<file path="src/hw/rtl/slex_pkg.sv">
// ----------------------------------------------------------------------------
// slex_pkg: shared types and constants of the SQL token lexer
// Beat types, token kinds, scanner modes, character codes and byte classes.
// ----------------------------------------------------------------------------
`default_nettype none

package slex_pkg;

   localparam int OFFSET_BITS_DEF = 16;
   localparam int OUT_OFF_W       = 16;
   localparam int SLOTS           = 3;

   typedef enum logic [3:0] {
      KIND_IDENT  = 4'd0,
      KIND_NUMBER = 4'd1,
      KIND_STRING = 4'd2,
      KIND_LPAREN = 4'd3,
      KIND_RPAREN = 4'd4,
      KIND_DOT    = 4'd5,
      KIND_COMMA  = 4'd6,
      KIND_OTHER  = 4'd7,
      KIND_END    = 4'd8
   } tok_kind_type;

   typedef enum logic [3:0] {
      MODE_IDLE   = 4'd0,
      MODE_IDENT  = 4'd1,
      MODE_NUMBER = 4'd2,
      MODE_DOTP   = 4'd3,
      MODE_DASHP  = 4'd4,
      MODE_SLASHP = 4'd5,
      MODE_STR    = 4'd6,
      MODE_STRQ   = 4'd7,
      MODE_LINE   = 4'd8,
      MODE_BLOCK  = 4'd9,
      MODE_BSTAR  = 4'd10
   } lex_mode_type;

   localparam logic [7:0] CH_DASH    = 8'h2D;
   localparam logic [7:0] CH_SLASH   = 8'h2F;
   localparam logic [7:0] CH_STAR    = 8'h2A;
   localparam logic [7:0] CH_DOT     = 8'h2E;
   localparam logic [7:0] CH_UNDER   = 8'h5F;
   localparam logic [7:0] CH_SQUOTE  = 8'h27;
   localparam logic [7:0] CH_DQUOTE  = 8'h22;
   localparam logic [7:0] CH_NEWLINE = 8'h0A;
   localparam logic [7:0] CH_TAB     = 8'h09;
   localparam logic [7:0] CH_CR      = 8'h0D;
   localparam logic [7:0] CH_SPACE   = 8'h20;
   localparam logic [7:0] CH_LPAREN  = 8'h28;
   localparam logic [7:0] CH_RPAREN  = 8'h29;
   localparam logic [7:0] CH_COMMA   = 8'h2C;

   typedef struct packed {
      logic [7:0] char_byte;
      logic       final_byte;
   } req_type;

   typedef struct packed {
      logic [3:0]           token_kind;
      logic [7:0]           single_char;
      logic [OUT_OFF_W-1:0] token_begin;
      logic [OUT_OFF_W-1:0] token_finish;
      logic                 run_last;
   } rsp_type;

   typedef struct packed {
      logic [3:0]           kind;
      logic [7:0]           single_char;
      logic [OUT_OFF_W-1:0] token_begin;
      logic [OUT_OFF_W-1:0] token_finish;
   } tok_type;

   // all tokens caused by one input byte
   typedef struct packed {
      tok_type [SLOTS-1:0] slot;
      logic [1:0]          count;
   } bundle_type;

   function automatic logic is_space(input logic [7:0] c);
      return (c == CH_SPACE) || (c inside {[CH_TAB:CH_CR]});
   endfunction

   function automatic logic is_alpha(input logic [7:0] c);
      return (c inside {[8'h61:8'h7A]}) || (c inside {[8'h41:8'h5A]});
   endfunction

   function automatic logic is_digit(input logic [7:0] c);
      return c inside {[8'h30:8'h39]};
   endfunction

   function automatic tok_kind_type single_kind(input logic [7:0] c);
      tok_kind_type k;
      case (c)
         CH_LPAREN: k = KIND_LPAREN;
         CH_RPAREN: k = KIND_RPAREN;
         CH_COMMA:  k = KIND_COMMA;
         default:   k = KIND_OTHER;
      endcase
      return k;
   endfunction

endpackage

`default_nettype wire

</file>
<file path="src/hw/rtl/slex_front.sv">
// ----------------------------------------------------------------------------
// slex_front: byte classifier and scanner state
// Takes one byte a beat, advances the scanner and forms the tokens it decides.
// ----------------------------------------------------------------------------
`default_nettype none

module slex_front #(
   parameter int OFFSET_BITS = slex_pkg::OFFSET_BITS_DEF
) (
   input  wire logic                clock,
   input  wire logic                reset,
   input  wire logic                take,
   input  wire slex_pkg::req_type   req,
   output logic                     push,
   output slex_pkg::bundle_type     bundle
);

   slex_pkg::lex_mode_type mode_ff, mode_in;
   logic                   quote_ff, quote_in;
   logic                   has_dot_ff, has_dot_in;
   logic [OFFSET_BITS-1:0] origin_ff, origin_in;
   logic [OFFSET_BITS-1:0] pos_ff, pos_in;

   logic [7:0]             c;
   logic [7:0]             qc;
   logic [OFFSET_BITS-1:0] p;
   logic [OFFSET_BITS-1:0] e;
   logic                   rescan;
   logic [1:0]             n;

   function automatic logic [OFFSET_BITS-1:0] sat_inc(input logic [OFFSET_BITS-1:0] v);
      return (&v) ? v : v + 1'b1;
   endfunction

   function automatic slex_pkg::tok_type mk_tok(
      input slex_pkg::tok_kind_type k,
      input logic [7:0]             ch,
      input logic [OFFSET_BITS-1:0] b,
      input logic [OFFSET_BITS-1:0] f
   );
      slex_pkg::tok_type t;
      t.kind         = k;
      t.single_char  = ch;
      t.token_begin  = slex_pkg::OUT_OFF_W'(b);
      t.token_finish = slex_pkg::OUT_OFF_W'(f);
      return t;
   endfunction

   always_comb begin
      mode_in    = mode_ff;
      quote_in   = quote_ff;
      has_dot_in = has_dot_ff;
      origin_in  = origin_ff;
      pos_in     = pos_ff;
      bundle     = '0;
      n          = 2'd0;
      rescan     = 1'b0;
      c          = req.char_byte;
      p          = pos_ff;
      e          = sat_inc(pos_ff);
      qc         = quote_ff ? slex_pkg::CH_DQUOTE : slex_pkg::CH_SQUOTE;

      case (mode_ff)
         slex_pkg::MODE_IDENT: begin
            if (!(slex_pkg::is_alpha(c) || slex_pkg::is_digit(c) ||
                  c == slex_pkg::CH_UNDER)) begin
               bundle.slot[n] = mk_tok(slex_pkg::KIND_IDENT, 8'd0, origin_ff, p);
               n = n + 2'd1;
               rescan = 1'b1;
            end
         end
         slex_pkg::MODE_NUMBER: begin
            if (slex_pkg::is_digit(c)) begin
               has_dot_in = has_dot_ff;
            end else if (c == slex_pkg::CH_DOT && !has_dot_ff) begin
               has_dot_in = 1'b1;
            end else begin
               bundle.slot[n] = mk_tok(slex_pkg::KIND_NUMBER, 8'd0, origin_ff, p);
               n = n + 2'd1;
               rescan = 1'b1;
            end
         end
         slex_pkg::MODE_DOTP: begin
            if (slex_pkg::is_digit(c)) begin
               mode_in    = slex_pkg::MODE_NUMBER;
               has_dot_in = 1'b1;
            end else begin
               bundle.slot[n] = mk_tok(slex_pkg::KIND_DOT, slex_pkg::CH_DOT,
                                       origin_ff, sat_inc(origin_ff));
               n = n + 2'd1;
               rescan = 1'b1;
            end
         end
         slex_pkg::MODE_DASHP: begin
            if (c == slex_pkg::CH_DASH) begin
               mode_in = slex_pkg::MODE_LINE;
            end else begin
               bundle.slot[n] = mk_tok(slex_pkg::KIND_OTHER, slex_pkg::CH_DASH,
                                       origin_ff, sat_inc(origin_ff));
               n = n + 2'd1;
               rescan = 1'b1;
            end
         end
         slex_pkg::MODE_SLASHP: begin
            if (c == slex_pkg::CH_STAR) begin
               mode_in = slex_pkg::MODE_BLOCK;
            end else begin
               bundle.slot[n] = mk_tok(slex_pkg::KIND_OTHER, slex_pkg::CH_SLASH,
                                       origin_ff, sat_inc(origin_ff));
               n = n + 2'd1;
               rescan = 1'b1;
            end
         end
         slex_pkg::MODE_STR: begin
            if (c == qc) mode_in = slex_pkg::MODE_STRQ;
         end
         slex_pkg::MODE_STRQ: begin
            // doubled quote: stay inside the string
            if (c == qc) begin
               mode_in = slex_pkg::MODE_STR;
            end else begin
               bundle.slot[n] = mk_tok(slex_pkg::KIND_STRING, 8'd0, origin_ff, p);
               n = n + 2'd1;
               rescan = 1'b1;
            end
         end
         slex_pkg::MODE_LINE: begin
            if (c == slex_pkg::CH_NEWLINE) mode_in = slex_pkg::MODE_IDLE;
         end
         slex_pkg::MODE_BLOCK: begin
            if (c == slex_pkg::CH_STAR) mode_in = slex_pkg::MODE_BSTAR;
         end
         slex_pkg::MODE_BSTAR: begin
            if (c == slex_pkg::CH_SLASH) begin
               mode_in = slex_pkg::MODE_IDLE;
            end else if (c != slex_pkg::CH_STAR) begin
               mode_in = slex_pkg::MODE_BLOCK;
            end
         end
         default: begin
            rescan = 1'b1;
         end
      endcase

      // scan the byte as the start of a new token
      if (rescan) begin
         mode_in   = slex_pkg::MODE_IDLE;
         origin_in = p;
         if (slex_pkg::is_space(c)) begin
            mode_in = slex_pkg::MODE_IDLE;
         end else if (c == slex_pkg::CH_SQUOTE || c == slex_pkg::CH_DQUOTE) begin
            quote_in = (c == slex_pkg::CH_DQUOTE);
            mode_in  = slex_pkg::MODE_STR;
         end else if (c == slex_pkg::CH_DASH) begin
            mode_in = slex_pkg::MODE_DASHP;
         end else if (c == slex_pkg::CH_SLASH) begin
            mode_in = slex_pkg::MODE_SLASHP;
         end else if (slex_pkg::is_alpha(c) || c == slex_pkg::CH_UNDER) begin
            mode_in = slex_pkg::MODE_IDENT;
         end else if (slex_pkg::is_digit(c)) begin
            mode_in    = slex_pkg::MODE_NUMBER;
            has_dot_in = 1'b0;
         end else if (c == slex_pkg::CH_DOT) begin
            mode_in = slex_pkg::MODE_DOTP;
         end else begin
            bundle.slot[n] = mk_tok(slex_pkg::single_kind(c), c, p, sat_inc(p));
            n = n + 2'd1;
         end
      end

      // flush the pending token, add the end marker, restart at offset zero
      if (req.final_byte) begin
         case (mode_in)
            slex_pkg::MODE_IDENT: begin
               bundle.slot[n] = mk_tok(slex_pkg::KIND_IDENT, 8'd0, origin_in, e);
               n = n + 2'd1;
            end
            slex_pkg::MODE_NUMBER: begin
               bundle.slot[n] = mk_tok(slex_pkg::KIND_NUMBER, 8'd0, origin_in, e);
               n = n + 2'd1;
            end
            slex_pkg::MODE_DOTP: begin
               bundle.slot[n] = mk_tok(slex_pkg::KIND_DOT, slex_pkg::CH_DOT,
                                       origin_in, sat_inc(origin_in));
               n = n + 2'd1;
            end
            slex_pkg::MODE_DASHP: begin
               bundle.slot[n] = mk_tok(slex_pkg::KIND_OTHER, slex_pkg::CH_DASH,
                                       origin_in, sat_inc(origin_in));
               n = n + 2'd1;
            end
            slex_pkg::MODE_SLASHP: begin
               bundle.slot[n] = mk_tok(slex_pkg::KIND_OTHER, slex_pkg::CH_SLASH,
                                       origin_in, sat_inc(origin_in));
               n = n + 2'd1;
            end
            slex_pkg::MODE_STR, slex_pkg::MODE_STRQ: begin
               bundle.slot[n] = mk_tok(slex_pkg::KIND_STRING, 8'd0, origin_in, e);
               n = n + 2'd1;
            end
            default: begin
               n = n;
            end
         endcase
         bundle.slot[n] = mk_tok(slex_pkg::KIND_END, 8'd0, e, e);
         n = n + 2'd1;
         mode_in    = slex_pkg::MODE_IDLE;
         quote_in   = 1'b0;
         has_dot_in = 1'b0;
         origin_in  = '0;
         pos_in     = '0;
      end else begin
         pos_in = e;
      end

      bundle.count = n;
   end

   assign push = take && (n != 2'd0);

   always_ff @(posedge clock) begin
      if (reset) begin
         mode_ff    <= slex_pkg::MODE_IDLE;
         quote_ff   <= 1'b0;
         has_dot_ff <= 1'b0;
         origin_ff  <= '0;
         pos_ff     <= '0;
      end else if (take) begin
         mode_ff    <= mode_in;
         quote_ff   <= quote_in;
         has_dot_ff <= has_dot_in;
         origin_ff  <= origin_in;
         pos_ff     <= pos_in;
      end
   end

endmodule

`default_nettype wire

</file>
<file path="src/hw/rtl/slex_queue.sv">
// ----------------------------------------------------------------------------
// slex_queue: two-entry token bundle queue
// Decouples the byte scanner from the token serializer.
// ----------------------------------------------------------------------------
`default_nettype none

module slex_queue (
   input  wire logic                 clock,
   input  wire logic                 reset,
   input  wire logic                 push,
   input  wire slex_pkg::bundle_type wr_data,
   input  wire logic                 pop,
   output logic                      full,
   output logic                      not_empty,
   output slex_pkg::bundle_type      head
);

   slex_pkg::bundle_type entry_ff [2];
   logic       wr_ptr_ff, wr_ptr_in;
   logic       rd_ptr_ff, rd_ptr_in;
   logic [1:0] count_ff, count_in;

   assign full      = (count_ff == 2'd2);
   assign not_empty = (count_ff != 2'd0);
   assign head      = entry_ff[rd_ptr_ff];

   always_comb begin
      wr_ptr_in = push ? ~wr_ptr_ff : wr_ptr_ff;
      rd_ptr_in = pop  ? ~rd_ptr_ff : rd_ptr_ff;
      count_in  = count_ff + {1'b0, push} - {1'b0, pop};
   end

   always_ff @(posedge clock) begin
      if (push) entry_ff[wr_ptr_ff] <= wr_data;
   end

   always_ff @(posedge clock) begin
      if (reset) begin
         wr_ptr_ff <= 1'b0;
         rd_ptr_ff <= 1'b0;
         count_ff  <= 2'd0;
      end else begin
         wr_ptr_ff <= wr_ptr_in;
         rd_ptr_ff <= rd_ptr_in;
         count_ff  <= count_in;
      end
   end

endmodule

`default_nettype wire

</file>
<file path="src/hw/rtl/slex_back.sv">
// ----------------------------------------------------------------------------
// slex_back: token serializer and output register
// Walks the head bundle one token a beat and holds the beat under stall.
// ----------------------------------------------------------------------------
`default_nettype none

module slex_back (
   input  wire logic                 clock,
   input  wire logic                 reset,
   input  wire logic                 head_valid,
   input  wire slex_pkg::bundle_type head,
   output logic                      pop,
   output logic                      rsp_valid,
   input  wire logic                 rsp_stall,
   output slex_pkg::rsp_type         rsp_data
);

   logic              rsp_valid_ff, rsp_valid_in;
   slex_pkg::rsp_type rsp_ff, rsp_in;
   logic [1:0]        idx_ff, idx_in;
   logic              load;
   logic              last;
   slex_pkg::tok_type cur;

   always_comb begin
      load         = head_valid && (!rsp_valid_ff || !rsp_stall);
      cur          = head.slot[idx_ff];
      last         = (idx_ff == head.count - 2'd1);
      pop          = load && last;
      idx_in       = idx_ff;
      rsp_valid_in = rsp_valid_ff;
      rsp_in       = rsp_ff;
      if (load) begin
         rsp_valid_in          = 1'b1;
         rsp_in.token_kind     = cur.kind;
         rsp_in.single_char    = cur.single_char;
         rsp_in.token_begin    = cur.token_begin;
         rsp_in.token_finish   = cur.token_finish;
         rsp_in.run_last       = last;
         idx_in                = last ? 2'd0 : idx_ff + 2'd1;
      end else if (!rsp_stall) begin
         // drop the beat once taken
         rsp_valid_in = 1'b0;
      end
   end

   always_ff @(posedge clock) begin
      if (reset) begin
         rsp_valid_ff <= 1'b0;
         idx_ff       <= 2'd0;
      end else begin
         rsp_valid_ff <= rsp_valid_in;
         idx_ff       <= idx_in;
      end
   end

   always_ff @(posedge clock) begin
      rsp_ff <= rsp_in;
   end

   assign rsp_valid = rsp_valid_ff;
   assign rsp_data  = rsp_ff;

endmodule

`default_nettype wire

</file>
<file path="src/hw/rtl/sql_token_lexer.sv">
// ----------------------------------------------------------------------------
// sql_token_lexer: byte-serial SQL tokenizer
// Scans SQL text a byte a beat and returns tokens with kind and offsets.
// ----------------------------------------------------------------------------
// Usage:
//   req channel: one text byte a beat, final_byte set on the last byte of
//   a text. The next byte after a final byte starts a new text at offset 0.
//   rsp channel: one token a beat; run_last marks the last token caused by
//   a given byte. Bytes that decide no token produce no beat.
//   A token reaches rsp through the bundle queue entry and then the output
//   register. Throughput: one byte per cycle while rsp is not stalled and
//   each byte yields at most one token; a byte that yields several tokens
//   holds the serializer for one token a beat, so the output register's one
//   token per cycle sets the sustained rate.
//   The two-entry bundle queue between scanner and serializer absorbs short
//   bursts; req_stall rises only when that queue is full.
//   Under rsp_stall the current beat holds, the queue fills and then req
//   stalls. Reset (synchronous) empties the queue and output register and
//   returns the scanner to idle at offset zero.
// ----------------------------------------------------------------------------
`default_nettype none

module sql_token_lexer #(
   parameter int OFFSET_BITS = slex_pkg::OFFSET_BITS_DEF
) (
   input  wire logic              clock,
   input  wire logic              reset,
   input  wire logic              req_valid,
   output logic                   req_stall,
   input  wire slex_pkg::req_type req_data,
   output logic                   rsp_valid,
   input  wire logic              rsp_stall,
   output slex_pkg::rsp_type      rsp_data
);

   logic                 take;
   logic                 push;
   logic                 pop;
   logic                 q_full;
   logic                 q_not_empty;
   slex_pkg::bundle_type wr_bundle;
   slex_pkg::bundle_type head;

   assign req_stall = q_full;
   assign take      = req_valid && !q_full;

   slex_front #(
      .OFFSET_BITS(OFFSET_BITS)
   ) u_front (
      .clock  (clock),
      .reset  (reset),
      .take   (take),
      .req    (req_data),
      .push   (push),
      .bundle (wr_bundle)
   );

   slex_queue u_queue (
      .clock     (clock),
      .reset     (reset),
      .push      (push),
      .wr_data   (wr_bundle),
      .pop       (pop),
      .full      (q_full),
      .not_empty (q_not_empty),
      .head      (head)
   );

   slex_back u_back (
      .clock      (clock),
      .reset      (reset),
      .head_valid (q_not_empty),
      .head       (head),
      .pop        (pop),
      .rsp_valid  (rsp_valid),
      .rsp_stall  (rsp_stall),
      .rsp_data   (rsp_data)
   );

endmodule

`default_nettype wire

</file>
<file path="config.mk">
export PLATFORM = sky130hd
export DESIGN_NAME = sql_token_lexer
export DESIGN_NICKNAME = d
export VERILOG_FILES = /design/src/hw/rtl/slex_pkg.sv /design/src/hw/rtl/slex_front.sv /design/src/hw/rtl/slex_queue.sv /design/src/hw/rtl/slex_back.sv /design/src/hw/rtl/sql_token_lexer.sv
export SDC_FILE = /design/constraint.sdc
export NUM_CORES = 1
export LEC_CHECK = 0
export ABC_CLOCK_PERIOD_IN_PS = 14800
export BUFFER_PORTS_ARGS = -buffer_cell sky130_fd_sc_hd__buf_4
export CORE_UTILIZATION = 45
export DETAILED_ROUTE_END_ITERATION = 8
export MAX_ROUTING_LAYER = met4
export SYNTH_ARGS = -nofsm -noshare
export SYNTH_HDL_FRONTEND = slang
export SYNTH_SLANG_ARGS = --single-unit
</file>
<file path="constraint.sdc">
create_clock -name clock -period 14.8 [get_ports clock]
set_clock_uncertainty 0.15 [all_clocks]
set_input_delay 3.7 -clock clock [delete_from_list [all_inputs] [get_ports clock]]
set_output_delay 3.7 -clock clock [all_outputs]
set_load 0.01 [all_outputs]
</file>
# Word-level counts from Yosys, hierarchy flattened
# Memory sizes are Yosys's and may differ from the RTL's. A register that Yosys moved wholly into a read port is not among the register bits.
# Index checks and enable logic that the tools add are counted.
# classes
n_addsub,10
magnitude_cmp,15
eq_ne,35
mux,120
bitwise_logic,2
n_reduce_logical,34
# ops
op,n
two-way mux 132 bit,10
bitwise mux 132 bit,8
case mux 132 bit (6 select lines),1
demux 44 bit (select 2 bit),3
case mux 44 bit (6 select lines),1
two-way mux 44 bit,5
two-way mux 43 bit,3
two-way mux 4 bit,25
two-way mux 16 bit,6
binary-select mux 44 bit (select 2 bit),1
"== test 8 x 6 -> 1 bit, second input constant",10
"adder 16 x 1 -> 16 bit, second input constant",3
AND reduction 16 bit,3
two-way mux 42 bit,1
two-way mux 41 bit,1
two-way mux 1 bit,34
"== test 4 x 3 -> 1 bit, second input constant",8
two-way mux 32 bit,1
case mux 4 bit (8 select lines),1
two-way mux 2 bit,14
"== test 4 x 2 -> 1 bit, second input constant",4
"greater-or-equal comparator 8 x 7 -> 1 bit, second input constant",2
"<= comparator 8 x 7 -> 1 bit, second input constant",2
"== test 4 bit, second input constant",3
33 further kinds,66
# word_totals
ff_bits,90
mem_bits_rw,268
inputBits,13
out_inout_bits,47
elab_cells,232
mem_count,1
# memory_table
memory,words,word_bits,rd,rd_clocked_by_memory_dff,write_ports,line_no,rtl
u_queue.entry_ff,2,134,1,1,1,slex_queue.sv:18,slex_pkg::bundle_type entry_ff [2];

# Longest topological paths before layout
# Gate-level depths: netlist (run 1).
# depth
word_depth,25
ltp_mapped,23
ltp_nobuf,17

# Cells and area by module
# From an unflattened synthesis (run 1), not the netlist that was laid out.
# hier_totals
hier_cells,1700
hier_area_um2,19281.0
# by_module_without_submodules
module,n_inst,cells_each,area_per_inst_um2,seq_area_each_um2
slex_queue,1,438,10126.0,8147.8
slex_front,1,1047,6702.7,760.7
slex_back,1,214,2438.6,1411.4
sql_token_lexer,1,1,13.8,0.0

# Worst setup path after synthesis (run 1)
# Ideal clock, no wire load.
# synth_timing
path_type,input-to-reg
start,in req_data[3] in the netlist's numbering
end,mem u_queue.entry_ff[0][0] in the netlist's numbering (enable)
setup_ps,632
arrival_ps,12367
required_time_ps,14018
slack_ps,1651
stages,15
path_buffers,2
cell_sequence,buf_6 -> or2_1 -> nor4_1 -> o2111ai_2 -> nand3_1 -> clkbuf_1 -> ha_1 -> inv_1 -> a21oi_2 -> ha_1 -> nor2_1 -> a21oi_1 -> ha_1 -> a311oi_2 -> nor2b_1
# synth_between
elab_chain_cells,25
word_cells_on_any_way,90
classes_between,add/sub (3); order compare (8); eq/ne (18); mux (47); reduce/logical (14)
# synth_rtl
item,line_no,rtl
"start, declared",sql_token_lexer.sv:30,"input wire slex_pkg::req_type req_data,"
greater-or-equal comparator 8 x 7 -> 1 bit / <= comparator 8 x 7 -> 1 bit (equally long branches),slex_pkg.sv:85,return (c inside {[8'h61:8'h7A]}) || (c inside {[8'h41:8'h5A]});
logical AND 1 bit,slex_pkg.sv:85,
logical OR 1 bit,slex_pkg.sv:85,
logical OR 1 bit (2 in a row),slex_front.sv:65,if (!(slex_pkg::is_alpha(c) || slex_pkg::is_digit(c) ||
two-way mux 1 bit,slex_front.sv:65,
case mux 2 bit (6 select lines),slex_front.sv:63,case (mode_ff)
adder 2 x 1 -> 2 bit,slex_front.sv:167,n = n + 2'd1;
two-way mux 2 bit,slex_front.sv:163,end else if (c == slex_pkg::CH_DOT) begin
[... 8 more ...],--,
two-way mux 2 bit,--,
two-way mux 2 bit,slex_front.sv:172,if (req.final_byte) begin
adder 2 x 1 -> 2 bit,slex_front.sv:206,n = n + 2'd1;
two-way mux 2 bit *,slex_front.sv:172,
nonzero test 2 bit *,slex_front.sv:219,assign push = take && (n != 2'd0);
logical AND 1 bit *,slex_front.sv:219,
two-way mux 1 bit *,slex_queue.sv:34,if (push) entry_ff[wr_ptr_ff] <= wr_data;
two-way mux 1 bit (not written as such) *,slex_queue.sv:34,
"end, declared",slex_queue.sv:18,
# Mark *: on every way between the ends. The rest lies on a longest branch, timed or not. The select of a mux whose other input is x is not followed.

# Worst setup path in the final report (run 1)
# layout_timing
start,in req_data[1] in the netlist's numbering
end,mem u_queue.entry_ff[0][51] in the netlist's numbering (enable)
# Same word-level chain as after synthesis.

==> results by group, run 1 <==
Status
  • Run status: complete, no violations

Critical path
  • Crit path launch type: input port
  • Worst EP required: between 10 and 15 ns
  • Worst Setup End Kind: flip-flop
  • CP max FO: 66
  • Setup CP Type: in -> reg
  • Worst EP arrival: 9.55 ns

Layout
  • Final nets: 1,574
  • Layout area overhead: 10.84%
  • Final Cell Area: 0.01995 mm2
  • Fillers: 3,450
  • Fraction of layout cells with a size suffix above 1: 0.1527
  • ANT cells: 0

STA
  • RSZ-0062 raised after global routing: no
  • Max transition margin: 0.1265
  • Final min period: 9.528 ns
  • Final Max Slew Viols: 0
  • Final hold violation count: 0
  • Tightest Pin Transition: approximately 1.3 ns
  • Max Fclk: 105.0 MHz
  • Post-route setup TNS: 0 ns
  • Final setup fails: 0
  • Final worst-path cycle share: 0.6438

CTS
  • Root Driver: clkbuf_16
  • Post-CTS Setup Bufs: 0
  • Num CTS Buffers: 39
  • Clock-pin slew on the worst setup and hold paths: 0.07 ns
  • CTS sink count: 347
  • CTS tree: done
  • Max H-tree Level: 2
  • # resized after CTS: 0
  • Cts hold-fix bufs: 0
  • Max clock buf depth: 3
  • Worst skew pair latency: 0.56 ns

Detailed routing
  • Via/cell ratio: 6.324
  • 1st-iter DRT viols: 1,764
  • # DRC: 0
  • Wire per inst: 26.65 um
  • DRT Wirelength: 55.86 mm
  • Pre-antenna DRT Iters: 8
  • DRT antenna net count: 0
  • Via count: 13,260

Power
  • Comb power frac: 0.255
  • Net switching power figure: 0.9240 mW
  • Worst vdd ir: 0.09383 mV
  • Clock network fraction of total power: 0.295
  • Leakage: 6.760 nW
  • Sequential Power Share: 0.450
  • Power after layout: 3.103 mW
  • P_int: ~2.2 mW
  • Sw frac: 0.2978
  • Pwr dens: 155.5 mW/mm2

Synthesis
  • Post-synth top flop: edfxtp_1
  • Asr flop ratio synth: 0
  • Seq cells post-synth: 347
  • Cell variety after synth: 92
  • Synth Instances: 1,555
  • EDFF count, synth: between 300 and 400
  • Syn avg cell area: 11.57 um2
  • Yosys Warn Count: 0
  • Net count after synthesis: 1,580
  • Register area share after synthesis: 0.5534
  • Cell area after synthesis: between 0.015 and 0.02 mm2

Place
  • Final GP Congestion: between 1 and 1.5
  • Dpl hpwl: 39.17 mm
  • PortBufs: 59
  • DP Area: 0.01873 mm2

Floorplan
  • Die Footprint: approximately 0.041 mm2
  • FP Rows: 72
  • I/O Pins: 60
  • Core Area: 0.03901 mm2
  • Die Y: 202.0 um
  • Initial core utilization: 0.4614
  • Die W: roughly 200 um

Global routing
  • Initial antenna violation count: 1
  • Pin count of the biggest net entering global routing: 67
  • GRT Total Usage: 0.2826
  • GRT overflow: 0
  • First-pass GRT wire length: 83.01 mm
  • Vias in the first global route: between 10,000 and 15,000

Run
  • Max_cap viols: 0

Hold path
  • Hold Crit Class: reg -> reg
final cells by class:
type                    instances  area (um2)  share of cell area
flip-flops and latches        347        9966              0.4996
multi-input cells            1010        7223              0.3621
clock buffers                  50        1069             0.05356
repair buffers                 87       653.1             0.03274
well taps                     518       648.1             0.03249
inverters                      64       240.2             0.01204
clock inverters                20       150.1            0.007526
path summary, 6_finish.rpt:
kind | startpoint | slack [ns] | to | depth (start not counted)
worst max-delay path | req_data[1] | 5.27 | u_queue.entry_ff[0][51] | 16
worst max register to register | u_front.mode_ff[1] | 8.11 | u_queue.entry_ff[0][51] | 15
worst min register to register | u_front.quote_ff | 0.34 | u_front.quote_ff | 2
worst min-delay path | u_front.quote_ff | 0.34 | u_front.quote_ff | 2
routing by layer:
metal,vias up,global-route usage,wire (um),share of wire
met5,-,-,0,0
met4,0,0.07089,1299,0.023
met3,69,0.04789,4960,0.089
met2,646,0.3731,23040,0.41
met1,6613,0.4431,26560,0.48
li1,5928,-,-,-
registers in the layout, summed over array words and instances (netlist names), named ones only:
| name | cells |
|---|---|
| u_back.idx_ff | 2 |
| u_front.p | 16 |
| u_queue.rd_ptr_ff | 1 |
| u_queue.entry_ff | 256 |
| u_front.origin_ff | 16 |
| u_back.rsp_valid | 1 |
| u_front.has_dot_ff | 1 |
| u_front.quote_ff | 1 |
| u_back.rsp_data | 45 |
| u_queue.count_ff | 2 |
| u_queue.wr_ptr_ff | 1 |
| u_front.mode_ff | 4 |
critical path, cell delays in order:
cell,delay [ns]
buf_4,0.17
or2_1,0.27
nor4_1,0.45
o2111ai_2,0.25
nand4_4,0.13
buf_4,0.52
mux2i_1,0.25
a21oi_2,0.17
buf_4,0.38
nor2_1,0.07
a21oi_1,0.25
ha_1,0.31
a311oi_2,0.43
nor2b_4,0.66
buf_4,0.62
buf_4,0.79
kinds of logic (layout without fill, tap and decap cells):
family	count (synthesis)	in the layout	synth area share
AO/OA/AOI/OAI	408	408	0.1539
XOR/XNOR	41	41	0.01995
adder cells (fa/ha/maj)	12	12	0.008342
buffers and inverters	198	221	0.04609
flip-flops	347	347	0.5534
multiplexers	125	125	0.1012
AND/OR/NAND/NOR	424	424	0.1171
stage by stage:
step                std cells  hold WS (ns)  worst slack [ns]  utilization
floorplan                1555        0.3035             1.651            -
global placement         2026        0.3302             4.809       0.4802
detailed placement       2026        0.3257             4.733       0.4802
CTS                      2096        0.3429             5.286       0.5114
global route             2096        0.3806             4.915       0.5114
finish                   2096        0.3389             5.272       0.5114
power groups by stage:
| stage | logic (mW) | registers, mW | clock network, mW |
|---|---|---|---|
| finish | 0.790 | 1.40 | 0.916 |
| floorplan | 0.502 | 1.43 | 0 |
| global placement | 0.789 | 1.41 | 0 |
| CTS | 0.795 | 1.40 | 0.935 |
| detailed placement | 0.790 | 1.42 | 0 |
| global route | 0.849 | 1.42 | 0.973 |
synth_stat cells (7+ instances only):
cell | instances | area share
a211oi_1 | 7 | 0.0029
a21oi_1 | 67 | 0.019
a22oi_1 | 73 | 0.030
a2bb2oi_1 | 23 | 0.011
a31oi_1 | 9 | 0.0031
and2_1 | 14 | 0.0049
and3_1 | 13 | 0.0045
buf_1 | 11 | 0.0023
buf_2 | 12 | 0.0033
buf_4 | 7 | 0.0029
clkbuf_1 | 98 | 0.020
dfxtp_1 | 46 | 0.051
edfxtp_1 | 301 | 0.50
ha_1 | 12 | 0.0083
inv_1 | 64 | 0.013
mux2_2 | 11 | 0.0069
mux2i_1 | 68 | 0.038
mux4_2 | 44 | 0.055
nand2_1 | 108 | 0.023
nand2b_1 | 14 | 0.0049
nand3_1 | 25 | 0.0070
nand4_1 | 14 | 0.0049
nor2_1 | 130 | 0.027
nor2b_1 | 14 | 0.0049
nor3_1 | 34 | 0.0095
o21a_1 | 7 | 0.0029
o21ai_0 | 61 | 0.017
o22ai_1 | 94 | 0.033
or2_2 | 8 | 0.0028
xnor2_1 | 26 | 0.013
xor2_1 | 15 | 0.0073
cell usage in the layout, fill, tap and decap left out, types with 26 or more instances in the layout:
master and instances:
clkbuf_16 40, dfxtp_1 43, edfxtp_1 301, nor2_1 130
xnor2_1 26, buf_4 87, o21ai_0 61, nand2_1 108
mux2i_1 68, mux4_2 44, a21oi_1 66, inv_1 62
nor3_1 34, a22oi_1 73, o22ai_1 94
(Power assumes the default switching activity.)
==> run 2: changes to the inputs <==
ABC_CLOCK_PERIOD_IN_PS = 8300   (was 14800)
clock period = 8.3 ns   (was 14.8 ns; I/O delays follow)
==> run 2 against run 1 <==
Largest cell class unchanged. Critical endpoint is now u_queue.entry_ff[1][93]. First-iteration DRC count increased by 1.4%. Die area stayed put. Register-to-register slack got worse by 5.4 ns. Critical path type unchanged. Hold slack got worse by 0.0084 ns.
==> results by group, run 2 (synthesis results as in run 1) <==
Layout
  • Fillers: 3,440
  • Most frequent cells in the layout: edfxtp_1 (301), nor2_1 (130), nand2_1 (108)
  • Register Area: 0.009966 mm2
  • Fraction of layout cells with a size suffix above 1: 0.1474
  • Area used by multi-input combinational logic: 0.007223 mm2
  • Top reg by flops: u_queue.entry_ff
  • ANT cells: 0
  • Commonest non-fill, non-tap cell in the layout: edfxtp_1
  • Max reg flops: 256
  • Layout area overhead: 10.92%
  • Final nets: between 1,500 and 2,000

STA
  • Hold WS: about 0.33 ns
  • Final Max Slew Viols: 0
  • Final setup fails: 0
  • RSZ-0062 raised after global routing: no
  • Max Fclk: 145.0 MHz
  • Max transition margin: 0.1762
  • Final worst-path cycle share: 0.8309
  • Final hold violation count: 0
  • Post-route setup TNS: 0 ns
  • Tightest Pin Transition: about 1.2 ns
  • Final min period: roughly 6.9 ns

CTS
  • Clock-pin slew on the worst setup and hold paths: 0.06 ns
  • Worst skew pair latency: 0.56 ns
  • Post-CTS Setup Bufs: 0
  • Max H-tree Level: 2
  • Cts hold-fix bufs: 0
  • Root Driver: clkbuf_16
  • # resized after CTS: 0
  • Max clock buf depth: 3
  • CTS tree: done
  • Num CTS Buffers: 38
  • CTS sink count: 347

Critical path
  • Setup CP Type: in -> reg
  • Worst EP arrival: 6.98 ns
  • Flop-to-flop setup slack: ~2.7 ns
  • Crit path launch type: input port
  • CP max FO: 18
  • Worst Setup End Kind: flip-flop
  • Worst R2R Start: u_front.mode_ff[0]
  • Reg-to-reg endpoint: u_queue.entry_ff[1][93]
  • Cell depth of the worst flop-to-flop path: 16
  • Worst EP required: 8.38 ns

Hold path
  • Worst Hold Endpoint: u_back.rsp_valid
  • Worst Hold Depth: 2
  • Worst hold start: u_back.rsp_valid
  • Hold Crit Class: reg -> reg

Detailed routing
  • DRT antenna net count: 0
  • Wire per inst: 27.01 um
  • # DRC: 0
  • DRT Wirelength: 56.69 mm
  • Via/cell ratio: 6.382
  • Via count: 13,400
  • Pre-antenna DRT Iters: 7
  • 1st-iter DRT viols: 1,788

Global routing
  • M1 GR Usage: 0.4354
  • GRT overflow: 0
  • First-pass GRT wire length: 84.69 mm
  • Pin count of the biggest net entering global routing: 129
  • Initial antenna violation count: 1
  • Vias in the first global route: ~13,000
  • GRT Total Usage: 0.2877
  • GRT busiest layer: met1
  • Met3 Usage GRT: 0.05031
  • Met2 GRT Util: 0.3931

Power
  • Sequential Power Share: 0.440
  • Worst vdd ir: 0.2120 mV
  • Power after layout: about 5.5 mW
  • Sw frac: 0.2998
  • Clock network fraction of total power: 0.291
  • P_int: 3.871 mW
  • Leakage: between 6 and 7 nW
  • Comb power frac: 0.269
  • Net switching power figure: 1.657 mW
  • Pwr dens: 276.9 mW/mm2

Floorplan
  • FP Rows: 72
  • Die W: 202.0 um
  • Core Area: approximately 0.04 mm2
  • I/O Pins: 60
  • Die Footprint: 0.04080 mm2
  • Initial core utilization: 0.4614
  • Die Y: 202.0 um

Run
  • Max_cap viols: 0

Place
  • Final GP Congestion: 0.9866
  • Dpl hpwl: 38.96 mm
  • PortBufs: about 60

Status
  • Run status: complete, no violations
==> run 2: cell count changes in the layout (fill, tap and decap cells not counted), sizes merged <==
cell	previous run	this run
buf	87	90
clkbuf	50	53
clkinv	14	13
clkinvlp	3	2
inv	66	65
==> run 2: cell type report <==
class,count,area share
Tap cell,518,0.03246
Sequential cell,347,0.4992
Clock buffer,53,0.05302
Multi-Input combinational cell,1010,0.3618
Clock inverter,17,0.006393
Timing Repair Buffer,90,0.03510
Inverter,64,0.01203
==> run 2: how the worst max path moves through the flow <==
stage	startpoint	to	cells past startpoint
2_1_floorplan	req_data[3]	u_queue.entry_ff[0][0]	15
3_3_place_gp	req_data[1]	u_queue.entry_ff[1][93]	16
3_5_place_dp	req_data[1]	u_queue.entry_ff[0][93]	16
4_1_cts	req_data[1]	u_queue.entry_ff[1][93]	16
5_1_grt	req_data[1]	u_queue.entry_ff[1][93]	16
6_report	req_data[1]	u_queue.entry_ff[1][93]	16
==> run 2: worst max-delay path, stage by stage <==
cell and delay [ns]:
buf_4 0.17, or2_1 0.28, nor4_1 0.49, nor2_1 0.18, nor4_1 0.62, nor2_1 0.13, a21oi_2 0.28, ha_1 0.30
nor2_1 0.12, a21oi_1 0.09, inv_1 0.10, ha_1 0.66, inv_1 0.29, nand3_1 0.22, nand2b_1 0.68, o22ai_1 0.27
==> run 2: per-layer routing <==
metal / wire, um / share of wire
met5: 0 / 0
met4: 1398 / 0.025
met3: 5212 / 0.092
met2: 23810 / 0.42
met1: 26270 / 0.46
==> run 2: stage by stage <==
stage                     setup slack [ns]  area, um2  cells  utilization
after floorplan                     0.6547      18010   1555            -
after global placement               1.076      18780   2029       0.4814
after detailed placement            0.9661      18780   2029       0.4814
after CTS                            1.554      19960   2099       0.5118
after global routing                0.9625      19960   2099       0.5118
final                                1.404      19960   2099       0.5118
==> run 2: power groups by stage <==
stage | Combinational, mW | Sequential, mW | Clock, mW
floorplan | 0.897 | 2.52 | 0
global placement | 1.49 | 2.46 | 0
detailed placement | 1.50 | 2.47 | 0
CTS | 1.50 | 2.44 | 1.64
global route | 1.60 | 2.46 | 1.70
finish | 1.49 | 2.43 | 1.61
